--- src/hw/rtl/mbpes_pkg.sv ---
`timescale 1ns / 1ps

package mbpes_pkg;

    localparam int MAX_LANES = 8;
    localparam int CNT_W     = 16;
    localparam int NUM_W     = 4;
    localparam int BIDX_W    = 3;
    localparam int DIV_STEPS = CNT_W;
    localparam int STEP_W    = $clog2(DIV_STEPS);

    typedef enum logic [2:0] {
        EV_NONE        = 3'd0,
        EV_CLICK_DOWN  = 3'd1,
        EV_HOLD_START  = 3'd2,
        EV_HOLD_REPEAT = 3'd3,
        EV_CLICK_UP    = 3'd4,
        EV_HOLD_UP     = 3'd5
    } event_t;

    typedef enum logic [2:0] {
        CFG_ACTIVE_COUNT      = 3'd0,
        CFG_PRESS_LEVEL_MASK  = 3'd1,
        CFG_DOWN_TICKS        = 3'd2,
        CFG_HOLD_TICKS        = 3'd3,
        CFG_HOLD_REPEAT_TICKS = 3'd4
    } cfg_index_t;

    typedef enum logic [1:0] {
        ST_IDLE,
        ST_CALC,
        ST_EMIT
    } state_t;

    typedef struct packed {
        logic [CNT_W-1:0] down_ticks;
        logic [CNT_W-1:0] hold_ticks;
        logic [CNT_W-1:0] hold_repeat_ticks;
    } scan_cfg_t;

    typedef struct packed {
        event_t ev;
        logic   note;
    } lane_res_t;

endpackage

--- src/hw/rtl/mbpes_lane.sv ---
`timescale 1ns / 1ps

module mbpes_lane
    import mbpes_pkg::*;
(
    input  logic      clk,
    input  logic      rst_n,
    input  logic      start,
    input  logic      active,
    input  logic      pin,
    input  logic      level,
    input  scan_cfg_t cfg,
    output lane_res_t res,
    output logic      busy
);

    logic [CNT_W-1:0]  cnt_reg, cnt_next;
    lane_res_t         res_reg, res_next;
    logic              busy_reg, busy_next;
    logic [STEP_W-1:0] step_reg, step_next;
    logic [CNT_W-1:0]  rem_reg, rem_next;
    logic [CNT_W-1:0]  dvd_reg, dvd_next;
    logic              pressed;
    logic [CNT_W-1:0]  cnt_inc;
    logic [CNT_W:0]    rem_shift;
    logic [CNT_W:0]    rem_sub;

    assign pressed   = (pin == level);
    assign cnt_inc   = cnt_reg + 1'b1;
    assign rem_shift = {rem_reg, dvd_reg[CNT_W-1]};
    assign rem_sub   = rem_shift - {1'b0, cfg.hold_repeat_ticks};

    always_comb
    begin
        cnt_next  = cnt_reg;
        res_next  = res_reg;
        busy_next = busy_reg;
        step_next = step_reg;
        rem_next  = rem_reg;
        dvd_next  = dvd_reg;
        if (start && active)
        begin
            res_next.ev   = EV_NONE;
            res_next.note = 1'b0;
            if (pressed)
            begin
                cnt_next = cnt_inc;
                if (cnt_inc == cfg.down_ticks)
                begin
                    res_next.ev   = EV_CLICK_DOWN;
                    res_next.note = 1'b1;
                end
                else if (cnt_inc == cfg.hold_ticks)
                begin
                    res_next.ev   = EV_HOLD_START;
                    res_next.note = 1'b1;
                end
                else if (cnt_inc > cfg.hold_ticks)
                begin
                    res_next.ev = EV_HOLD_REPEAT;
                    if (cfg.hold_repeat_ticks != '0)
                    begin
                        busy_next = 1'b1;
                        step_next = '0;
                        rem_next  = '0;
                        dvd_next  = cnt_inc;
                    end
                end
            end
            else
            begin
                cnt_next = '0;
                if (cnt_reg >= cfg.down_ticks && cnt_reg < cfg.hold_ticks)
                begin
                    res_next.ev   = EV_CLICK_UP;
                    res_next.note = 1'b1;
                end
                else if (cnt_reg >= cfg.hold_ticks)
                begin
                    res_next.ev   = EV_HOLD_UP;
                    res_next.note = 1'b1;
                end
            end
        end
        else if (busy_reg)
        begin
            // restoring remainder, one dividend bit per cycle
            if (!rem_sub[CNT_W])
                rem_next = rem_sub[CNT_W-1:0];
            else
                rem_next = rem_shift[CNT_W-1:0];
            dvd_next  = {dvd_reg[CNT_W-2:0], 1'b0};
            step_next = step_reg + 1'b1;
            if (step_reg == STEP_W'(DIV_STEPS - 1))
            begin
                busy_next     = 1'b0;
                res_next.note = (rem_next == '0);
            end
        end
    end

    always_ff @(posedge clk or negedge rst_n)
    begin
        if (!rst_n)
        begin
            cnt_reg  <= '0;
            busy_reg <= 1'b0;
            step_reg <= '0;
        end
        else
        begin
            cnt_reg  <= cnt_next;
            busy_reg <= busy_next;
            step_reg <= step_next;
        end
    end

    always_ff @(posedge clk)
    begin
        res_reg <= res_next;
        rem_reg <= rem_next;
        dvd_reg <= dvd_next;
    end

    assign res  = res_reg;
    assign busy = busy_reg;

endmodule

--- src/hw/rtl/mbpes_merge.sv ---
`timescale 1ns / 1ps

module mbpes_merge
    import mbpes_pkg::*;
#(
    parameter int LANES = 8
)
(
    input  logic              clk,
    input  logic              rst_n,
    input  logic              load,
    input  logic [NUM_W-1:0]  count,
    input  lane_res_t         res [LANES],
    input  logic              out_ready,
    output logic              out_valid,
    output logic [BIDX_W-1:0] button_index,
    output logic [2:0]        event_code,
    output logic              notify,
    output logic              last
);

    localparam int IDX_W = (LANES > 1) ? $clog2(LANES) : 1;

    logic [IDX_W-1:0]  idx_reg;
    logic [IDX_W-1:0]  idx_inc;
    logic              valid_reg;
    logic              last_reg;
    lane_res_t         data_reg;
    logic [NUM_W-1:0]  pos_after;

    assign idx_inc   = idx_reg + 1'b1;
    assign pos_after = NUM_W'(idx_inc) + 1'b1;

    always_ff @(posedge clk or negedge rst_n)
    begin
        if (!rst_n)
        begin
            valid_reg <= 1'b0;
            idx_reg   <= '0;
            last_reg  <= 1'b0;
        end
        else if (load)
        begin
            valid_reg <= 1'b1;
            idx_reg   <= '0;
            last_reg  <= (count == NUM_W'(1));
        end
        else if (valid_reg && out_ready)
        begin
            if (last_reg)
            begin
                valid_reg <= 1'b0;
            end
            else
            begin
                idx_reg  <= idx_inc;
                last_reg <= (pos_after == count);
            end
        end
    end

    always_ff @(posedge clk)
    begin
        if (load)
            data_reg <= res[0];
        else if (valid_reg && out_ready && !last_reg)
            data_reg <= res[idx_inc];
    end

    assign out_valid    = valid_reg;
    assign button_index = BIDX_W'(idx_reg);
    assign event_code   = data_reg.ev;
    assign notify       = data_reg.note;
    assign last         = last_reg;

endmodule

--- src/hw/rtl/multi_button_press_event_scanner_unit.sv ---
`timescale 1ns / 1ps
// flow: an accepted input item is registered in the lanes (ST_CALC), waits while a
// hold-repeat lane runs its 16-step remainder unit, then loads the merge output register
// throughput: one result per cycle while out_ready is high; a new item is taken only
// after the last result of the current one has been transferred
// reset: asynchronous, clears press counters and loads register reset values

module multi_button_press_event_scanner_unit
    import mbpes_pkg::*;
#(
    parameter int NUM_BUTTONS = 8
)
(
    input  logic              clk,
    input  logic              rst_n,
    input  logic              cfg_valid,
    output logic              cfg_ready,
    input  logic [2:0]        cfg_index,
    input  logic [15:0]       cfg_data,
    input  logic              in_valid,
    output logic              in_ready,
    input  logic [7:0]        pin_levels,
    output logic              out_valid,
    input  logic              out_ready,
    output logic [BIDX_W-1:0] button_index,
    output logic [2:0]        event_code,
    output logic              notify,
    output logic              last
);

    localparam int LANES = (NUM_BUTTONS < MAX_LANES) ? NUM_BUTTONS : MAX_LANES;

    logic [NUM_W-1:0]  active_count_reg;
    logic [7:0]        press_level_mask_reg;
    scan_cfg_t         cfg_reg;
    state_t            state_reg, state_next;
    logic [NUM_W-1:0]  num_scan;
    logic              start;
    logic              load;
    logic [LANES-1:0]  lane_busy;
    lane_res_t         lane_res [LANES];

    assign cfg_ready = 1'b1;
    assign num_scan  = (active_count_reg > NUM_W'(LANES)) ? NUM_W'(LANES) : active_count_reg;

    always_ff @(posedge clk or negedge rst_n)
    begin
        if (!rst_n)
        begin
            active_count_reg           <= '0;
            press_level_mask_reg       <= '0;
            cfg_reg.down_ticks         <= 16'd2;
            cfg_reg.hold_ticks         <= 16'd100;
            cfg_reg.hold_repeat_ticks  <= '0;
        end
        else if (cfg_valid && cfg_ready)
        begin
            case (cfg_index)
                CFG_ACTIVE_COUNT:      active_count_reg          <= cfg_data[NUM_W-1:0];
                CFG_PRESS_LEVEL_MASK:  press_level_mask_reg      <= cfg_data[7:0];
                CFG_DOWN_TICKS:        cfg_reg.down_ticks        <= cfg_data;
                CFG_HOLD_TICKS:        cfg_reg.hold_ticks        <= cfg_data;
                CFG_HOLD_REPEAT_TICKS: cfg_reg.hold_repeat_ticks <= cfg_data;
                default: ;
            endcase
        end
    end

    always_ff @(posedge clk or negedge rst_n)
    begin
        if (!rst_n)
            state_reg <= ST_IDLE;
        else
            state_reg <= state_next;
    end

    always_comb
    begin
        state_next = state_reg;
        in_ready   = 1'b0;
        start      = 1'b0;
        load       = 1'b0;
        case (state_reg)
            ST_IDLE:
            begin
                in_ready = 1'b1;
                start    = in_valid;
                if (in_valid && num_scan != '0)
                    state_next = ST_CALC;
            end
            ST_CALC:
            begin
                if (!(|lane_busy))
                begin
                    load       = 1'b1;
                    state_next = ST_EMIT;
                end
            end
            ST_EMIT:
            begin
                if (out_valid && out_ready && last)
                    state_next = ST_IDLE;
            end
            default:
            begin
                state_next = ST_IDLE;
            end
        endcase
    end

    for (genvar i = 0; i < LANES; i++)
    begin : g_lane
        mbpes_lane u_lane (
            .clk    (clk),
            .rst_n  (rst_n),
            .start  (start),
            .active (NUM_W'(i) < num_scan),
            .pin    (pin_levels[i]),
            .level  (press_level_mask_reg[i]),
            .cfg    (cfg_reg),
            .res    (lane_res[i]),
            .busy   (lane_busy[i])
        );
    end

    mbpes_merge #(
        .LANES (LANES)
    ) u_merge (
        .clk          (clk),
        .rst_n        (rst_n),
        .load         (load),
        .count        (num_scan),
        .res          (lane_res),
        .out_ready    (out_ready),
        .out_valid    (out_valid),
        .button_index (button_index),
        .event_code   (event_code),
        .notify       (notify),
        .last         (last)
    );

endmodule

--- config.mk ---
export PLATFORM = sky130hd
export DESIGN_NAME = multi_button_press_event_scanner_unit
export DESIGN_NICKNAME = d
export VERILOG_FILES = /design/src/hw/rtl/mbpes_pkg.sv /design/src/hw/rtl/mbpes_lane.sv /design/src/hw/rtl/mbpes_merge.sv /design/src/hw/rtl/multi_button_press_event_scanner_unit.sv
export SDC_FILE = /design/constraint.sdc
export NUM_CORES = 2
export LEC_CHECK = 0
export ABC_AREA = 1
export BUFFER_PORTS_ARGS = -buffer_cell sky130_fd_sc_hd__buf_4
export CAP_MARGIN = 20
export CORE_MARGIN = 2
export CORE_UTILIZATION = 30
export DETAILED_ROUTE_END_ITERATION = 8
export PLACE_DENSITY_LB_ADDON = 0.25
export SLEW_MARGIN = 10
export SYNTH_ARGS = -nofsm -noshare
export SYNTH_HDL_FRONTEND = slang
export SYNTH_SLANG_ARGS = --single-unit
--- constraint.sdc ---
create_clock -name clk -period 5 [get_ports clk]
set_clock_uncertainty 0.2 [all_clocks]
set_input_delay 0.5 -clock clk [delete_from_list [all_inputs] [get_ports clk]]
set_output_delay 0.5 -clock clk [all_outputs]
set_load 0.05 [all_outputs]
# [Yosys cells after proc, flatten, opt, wreduce, memory -nomap -nowiden]
# Index checks and enable logic that the tools add are counted.
[word_totals] ff_bits=527 inputBits=32 wordCells=651
[classes] add_sub_neg=26 order_cmp=42 n_eq_ne=84 n_mux=346 bitwise=1 n_reduce_logical=85
[ops] cell="$mux 16" count=137
[ops] cell="$mux 4" count=86
[ops] cell="$eq 16x16->1" count=16
[ops] cell="$ge 16x16->1" count=16
[ops] cell="$sub 17x16->17" count=8
[ops] cell="$add 16x1->16 const B" count=8
[ops] cell="$gt 16x16->1" count=8
[ops] cell="$logic_not 16->1" count=8
[ops] cell="$lt 16x16->1" count=8
[ops] cell="$mux 1" count=99
[ops] cell="$ne 2x2->1 const B" count=36
[ops] cell="$reduce_and 6->1" count=8
[ops] cell="$reduce_and 5->1" count=8
[ops] cell="$reduce_bool 2->1" count=19
[ops] cell="$mux 3" count=11
[ops] cell="$add 4x1->4 const B" count=8
[ops] cell="$eq 4x4->1 const B" count=8
[ops] cell="$reduce_and 2->1" count=15
[ops] cell="$mux 2" count=11
[ops] cell="$logic_and 1x1->1" count=20
[ops] cell="$lt 3x4->1 const A" count=4
[ops] cell="$ne 2x1->1 const B" count=8
[ops] cell="$reduce_bool 16->1" count=1
[ops] cell="$bmux 4 s3" count=1
[ops] cell="other kinds (22)" count=32

# [Depth between registers and ports, before layout]
[logic_depth] word_depth=9 depth_mapped=21

# [Modules after synthesis]
# A second synthesis with hierarchy kept.
[unflattened] cells_unflattened=6923 area_unflattened_um2=48008.5
[by_module_without_submodules] mod="mbpes_lane (g_lane[1].u_lane ...)" instances=5 cells_per_inst=816 area_each_um2=5602.9 seq_area_each_um2=1606.5
[by_module_without_submodules] mod="mbpes_lane (g_lane[0].u_lane ...)" instances=2 cells_per_inst=819 area_each_um2=5532.8 seq_area_each_um2=1606.5
[by_module_without_submodules] mod="mbpes_lane (g_lane[7].u_lane)" instances=1 cells_per_inst=818 area_each_um2=5575.3 seq_area_each_um2=1606.5
[by_module_without_submodules] mod="multi_button_press_event_scanner_unit" instances=1 cells_per_inst=256 area_each_um2=2548.7 seq_area_each_um2=1556.5
[by_module_without_submodules] mod="mbpes_merge" instances=1 cells_per_inst=131 area_each_um2=804.5 seq_area_each_um2=245.2

# [Worst setup path before layout]
# No wires, ideal clock.
[synth_path] kind="reg2reg" from="reg g_lane[5].u_lane.cnt_reg[0]" to="reg g_lane[5].u_lane.dvd_reg[0] (enable)" setup_time_ns=0.387 arrival_time_ns=3.089 required_time_ns=4.413 setup_slack_ns=1.324 path_stages_with_launch=18 n_path_buf=0 period_less_slack_ns=3.676 cell_sequence="dfrtp_1 > ha_1 > nand3_1 > nor2_1 > nand3_1 > nand2_1 > nand2_1 > ha_1 > nand2_1 > inv_1 > nand3_1 > nor3_1 > nand2_1 > nand2_1 > nand2_1 > o21ai_0 > nand4_1 > inv_1"
[synth_via] elab_chain_len=4
[synth_lines] element="from (decl)" line_no="mbpes_lane.sv:17" rtl="logic [CNT_W-1:0] cnt_reg, cnt_next;"
[synth_lines] element="from (signal assigned)" line_no="mbpes_lane.sv:112" rtl="cnt_reg <= cnt_next;"
[synth_lines] element="$add 16x1->16 *" line_no="mbpes_lane.sv:29" rtl="assign cnt_inc = cnt_reg + 1'b1;"
[synth_lines] element="$gt 16x16->1, or another cell as far along" line_no="mbpes_lane.sv:58" rtl="else if (cnt_inc > cfg.hold_ticks)"
[synth_lines] element="$ne 2x2->1 (no line)"
[synth_lines] element="$reduce_and 6->1 (no line) *"
[synth_lines] element="to (signal assigned)" line_no="mbpes_lane.sv:122" rtl="dvd_reg <= dvd_next;"
[synth_lines] element="to (decl)" line_no="mbpes_lane.sv:22" rtl="logic [CNT_W-1:0] dvd_reg, dvd_next;"
# Mark *: on every way between the ends. The rest lies on a longest branch, timed or not.
# A chain may end at the register's enable or synchronous reset.

# [Final worst setup path]
[layout_path] from="reg g_lane[5].u_lane.cnt_reg[0]" to="reg g_lane[5].u_lane.rem_reg[1] (enable)"
[layout_via] elab_chain_len=4
[layout_lines] element="$add 16x1->16 *" line_no="mbpes_lane.sv:29"
[layout_lines] element="$gt 16x16->1, or another cell as far along" line_no="mbpes_lane.sv:58"
[layout_lines] element="$ne 2x2->1 (no line)"
[layout_lines] element="$reduce_and 6->1 (no line) *"
[layout_lines] element="to (signal assigned)" line_no="mbpes_lane.sv:121" rtl="rem_reg <= rem_next;"
[layout_lines] element="to (decl)" line_no="mbpes_lane.sv:21" rtl="logic [CNT_W-1:0] rem_reg, rem_next;"
# Marked as above.

==> results.json <==
{
  "cp-start-kind": "flip-flop",
  "yosys_warnings": 0,
  "drc_errors": 0,
  "seq_area_um2": 14700,
  "crit_slowest_cell": "dfrtp_1",
  "synth.distinct_cells": 54,
  "grt_usage_pct": 21.0,
  "hold_depth": 3,
  "design_area_um2": 50100,
  "synthAdderAreaFrac_pct": 15.2,
  "synth_edf_count": 292,
  "critPathBufInv": 3,
  "ys_ff_latch": 527,
  "powerDensity_nw_per_um2": 644,
  "drive_gt1_share_pct": 5.48,
  "totalWireLength_um": 161000,
  "fin_setup_tns_ns": 0,
  "dp_hpwl_um": 119000,
  "final_nets": 6976,
  "crit_arrival_ns": 4.45,
  "cpMostUsedCell": "nand2_1",
  "synth_compound_area_share_pct": 10.3,
  "p_leak_nw": 25.0,
  "drv_cap": 0,
  "synth_top_family_by_area": "simple AND/OR/NAND/NOR gates",
  "start_util_pct": 30.2,
  "required_ns": 5.11,
  "synthMuxAreaShare_pct": 0.0225,
  "reg2reg_slack_ns": 0.66,
  "yosysSeqAreaShare_pct": 32.9,
  "r2r_end": "g_lane[5].u_lane.rem_reg[1]$_SDFFCE_PP0P_",
  "die_w_um": 389,
  "status": "finished, final reports clean",
  "crit_chain": "ha_1 -> nand3_1 -> nor2_1 -> nand3_1 -> nand2_1 -> nand2_1 -> ha_1 -> nand2_1 -> inv_1 -> nand3_1 -> nor3_1 -> nand2_1 -> nand2_1 -> nand2_1 -> o21ai_0 -> nand4_1 -> inv_1 -> buf_4",
  "syn-num-nets": 6870,
  "timing.fmax_mhz": 230,
  "fillers": 15700,
  "async_reset_ff_share_pct": 44.6,
  "die-height_um": 389,
  "avgSynthCellArea_um2": 7.07,
  "startpoint": "g_lane[5].u_lane.cnt_reg[0]$_DFFE_PN0P_",
  "vias": 42700,
  "grt_max_degree": 88,
  "clock_sinks": 527,
  "rsz0062_at_grt": "no",
  "portBuffers": 41,
  "syn_inst": 6301,
  "cp_num_cells": 18,
  "num_rows": 141,
  "ir_worst_vdd_mv": 0.271,
  "hold_viol_final": 0,
  "path_max_fanout": 25,
  "htree_levels": 3,
  "fin_crit_ns": 4.34,
  "wl_per_cell_um": 19.2,
  "max_stage_delay_ns": 0.50,
  "clk_pin_slew_worst_paths_ns": 0.06,
  "gp_congestion": 0.941,
  "multiInputGateArea_um2": 26800,
  "die-area_um2": 152000,
  "cts_tree": "built",
  "ios": 43,
  "r2r_cells": 18,
  "synth-main-ff-cell": "edfxtp_1",
  "drtIter0Drc": 3811,
  "syn_to_final_growth_pct": 12.4,
  "placed_area_um2": 47600,
  "cts_setup_buffers": 0,
  "first_pass_iters": 6,
  "worstReg2RegStart": "g_lane[5].u_lane.cnt_reg[0]$_DFFE_PN0P_",
  "antenna_left": 0,
  "drv_slew": 0,
  "grt_pass1_vias": 40300,
  "core_um2": 148000,
  "setup_viol_count_final": 0,
  "cts_max_path_buffers": 3,
  "crit_type": "reg2reg",
  "cts_buffers": 70,
  "critPathTopFamily": "simple AND/OR/NAND/NOR gates",
  "crit_end": "g_lane[5].u_lane.rem_reg[1]$_SDFFCE_PP0P_",
  "post-route-period-util_pct": 86.8,
  "grt_antenna_before_repair": 4,
  "viasPerCell": 5.09,
  "synth-xor-area-share_pct": 2.08,
  "cts_root_buf": "clkbuf_16",
  "grt_pass1_wl_um": 244000,
  "synth_simple_gate_area_share_pct": 32.4,
  "worst_slew_pin_slew_ns": 1.16,
  "critPathCaptureType": "flip-flop",
  "hold_class": "in2reg",
  "clock_latency_ns": 0.67,
  "relSlewSlack_pct": 22.3,
  "grt_overflow_total": 0,
  "synth_area_um2": 44600
}
power by group:
group	switching (mW)	leakage, nW	internal, mW
Sequential	1.57	5.85	6.74
Clock	2.15	1.17	3.28
Combinational	12.2	18.0	6.28
Total	15.9	25.0	16.3
worst min path at each step:
stage | to | startpoint
2_1_floorplan | active_count_reg[0]$_DFFE_PN0P_ | rst_n
3_3_place_gp | cfg_reg[9]$_DFFE_PN0P_ | cfg_reg[9]$_DFFE_PN0P_
3_5_place_dp | cfg_reg[14]$_DFFE_PN0P_ | cfg_reg[14]$_DFFE_PN0P_
4_1_cts | cfg_reg[42]$_DFFE_PN0P_ | cfg_data[10]
5_1_grt | cfg_reg[11]$_DFFE_PN0P_ | cfg_data[11]
6_report | cfg_reg[42]$_DFFE_PN0P_ | cfg_data[10]
cell families (layout without fill, tap and decap cells):
| logic type | Yosys count | count (layout) |
|---|---|---|
| and+or+nand+nor | 3484 | 3484 |
| adders and majority gates | 537 | 537 |
| other | 1 | 5 |
| DFF | 527 | 527 |
| xor gates and xnor gates | 98 | 98 |
| muxes | 1 | 1 |
| buffers and inverters | 806 | 969 |
| AOI/OAI and AO/OA | 847 | 847 |
cell usage after synthesis, types with 6 or more instances:
| library cell | instances | area share (%) |
|---|---|---|
| a211oi_1 | 6 | 0.10 |
| a21o_1 | 8 | 0.13 |
| a21oi_1 | 365 | 4.1 |
| a31oi_1 | 6 | 0.084 |
| and2_1 | 13 | 0.18 |
| buf_1 | 12 | 0.10 |
| buf_2 | 29 | 0.33 |
| buf_4 | 10 | 0.17 |
| buf_6 | 8 | 0.20 |
| clkbuf_1 | 59 | 0.50 |
| clkinv_1 | 11 | 0.093 |
| dfrtp_1 | 231 | 13 |
| edfxtp_1 | 292 | 20 |
| fa_1 | 8 | 0.36 |
| ha_1 | 529 | 15 |
| inv_1 | 663 | 5.6 |
| inv_2 | 14 | 0.12 |
| nand2_1 | 2250 | 19 |
| nand2_2 | 23 | 0.32 |
| nand3_1 | 457 | 5.1 |
| nand3_2 | 6 | 0.13 |
| nand3b_1 | 31 | 0.52 |
| nand4_1 | 95 | 1.3 |
| nor2_1 | 488 | 4.1 |
| nor2_2 | 18 | 0.25 |
| nor2_4 | 8 | 0.20 |
| nor3_1 | 62 | 0.70 |
| o211ai_1 | 15 | 0.25 |
| o21a_1 | 8 | 0.13 |
| o21ai_0 | 257 | 2.9 |
| o21ai_1 | 42 | 0.47 |
| o21bai_1 | 17 | 0.29 |
| o221ai_1 | 6 | 0.12 |
| o22ai_1 | 101 | 1.4 |
| or2_2 | 13 | 0.18 |
| xnor2_1 | 37 | 0.73 |
| xor2_1 | 56 | 1.1 |
through the flow:
step | setup WS (ns) | std cells | hold WS [ns] | utilization (%) | power, mW
after floorplan | 1.32 | 6301 | 0.00441 | - | 21.2
after global placement | 0.779 | 8261 | 0.266 | 32.2 | 26.4
after detailed placement | 0.738 | 8261 | 0.273 | 32.2 | 26.6
after CTS | 0.700 | 8394 | 0.00163 | 33.9 | 32.2
after global routing | 0.283 | 8394 | 0.0288 | 33.9 | 35.4
final | 0.661 | 8398 | 0.0366 | 33.9 | 32.2
cell type report:
cell class                 count  area share (%)
multi-input combinational   4968            53.5
sequential                   527            29.3
inverter                     688            5.16
tap                         1930            4.82
clock buffer                  95            3.83
timing repair buffer         152            2.39
clock inverter                34            1.00
antenna                        4          0.0200
worst reg2reg max path, delay by kind of cell (launching register included):
kind	cells	cell delay (ns)
AND/OR/NAND/NOR	12	1.74
buffers and inverters	3	0.83
adder cells (fa/ha/maj)	2	0.55
flip-flops	1	0.50
AO/OA/AOI/OAI	1	0.14
cells in the final DEF (no fill, tap or decap), types with 37 or more instances in the layout:
master	instances
a21oi_1	363
buf_4	144
clkbuf_16	72
dfrtp_1	230
edfxtp_1	292
ha_1	529
inv_1	662
nand2_1	2250
nand3_1	457
nand4_1	95
nor2_1	485
nor3_1	62
o21ai_0	257
o21ai_1	42
o22ai_1	101
xnor2_1	37
xor2_1	56
layer usage:
layer	global-route usage, %	routed length (um)	up-vias
met1	29.1	73500	19900
met2	33.1	70100	1319
met5	0	13	-
li1	-	-	21200
met4	7.89	6190	2
met3	3.18	11400	296
repair_timing:
item | CTS | global route
hold endpoints to repair | 75 | 0
resized for setup | 0 | 0
hold buffers | 4 | 0
No activity file was read; power rests on OpenSTA's default activity.
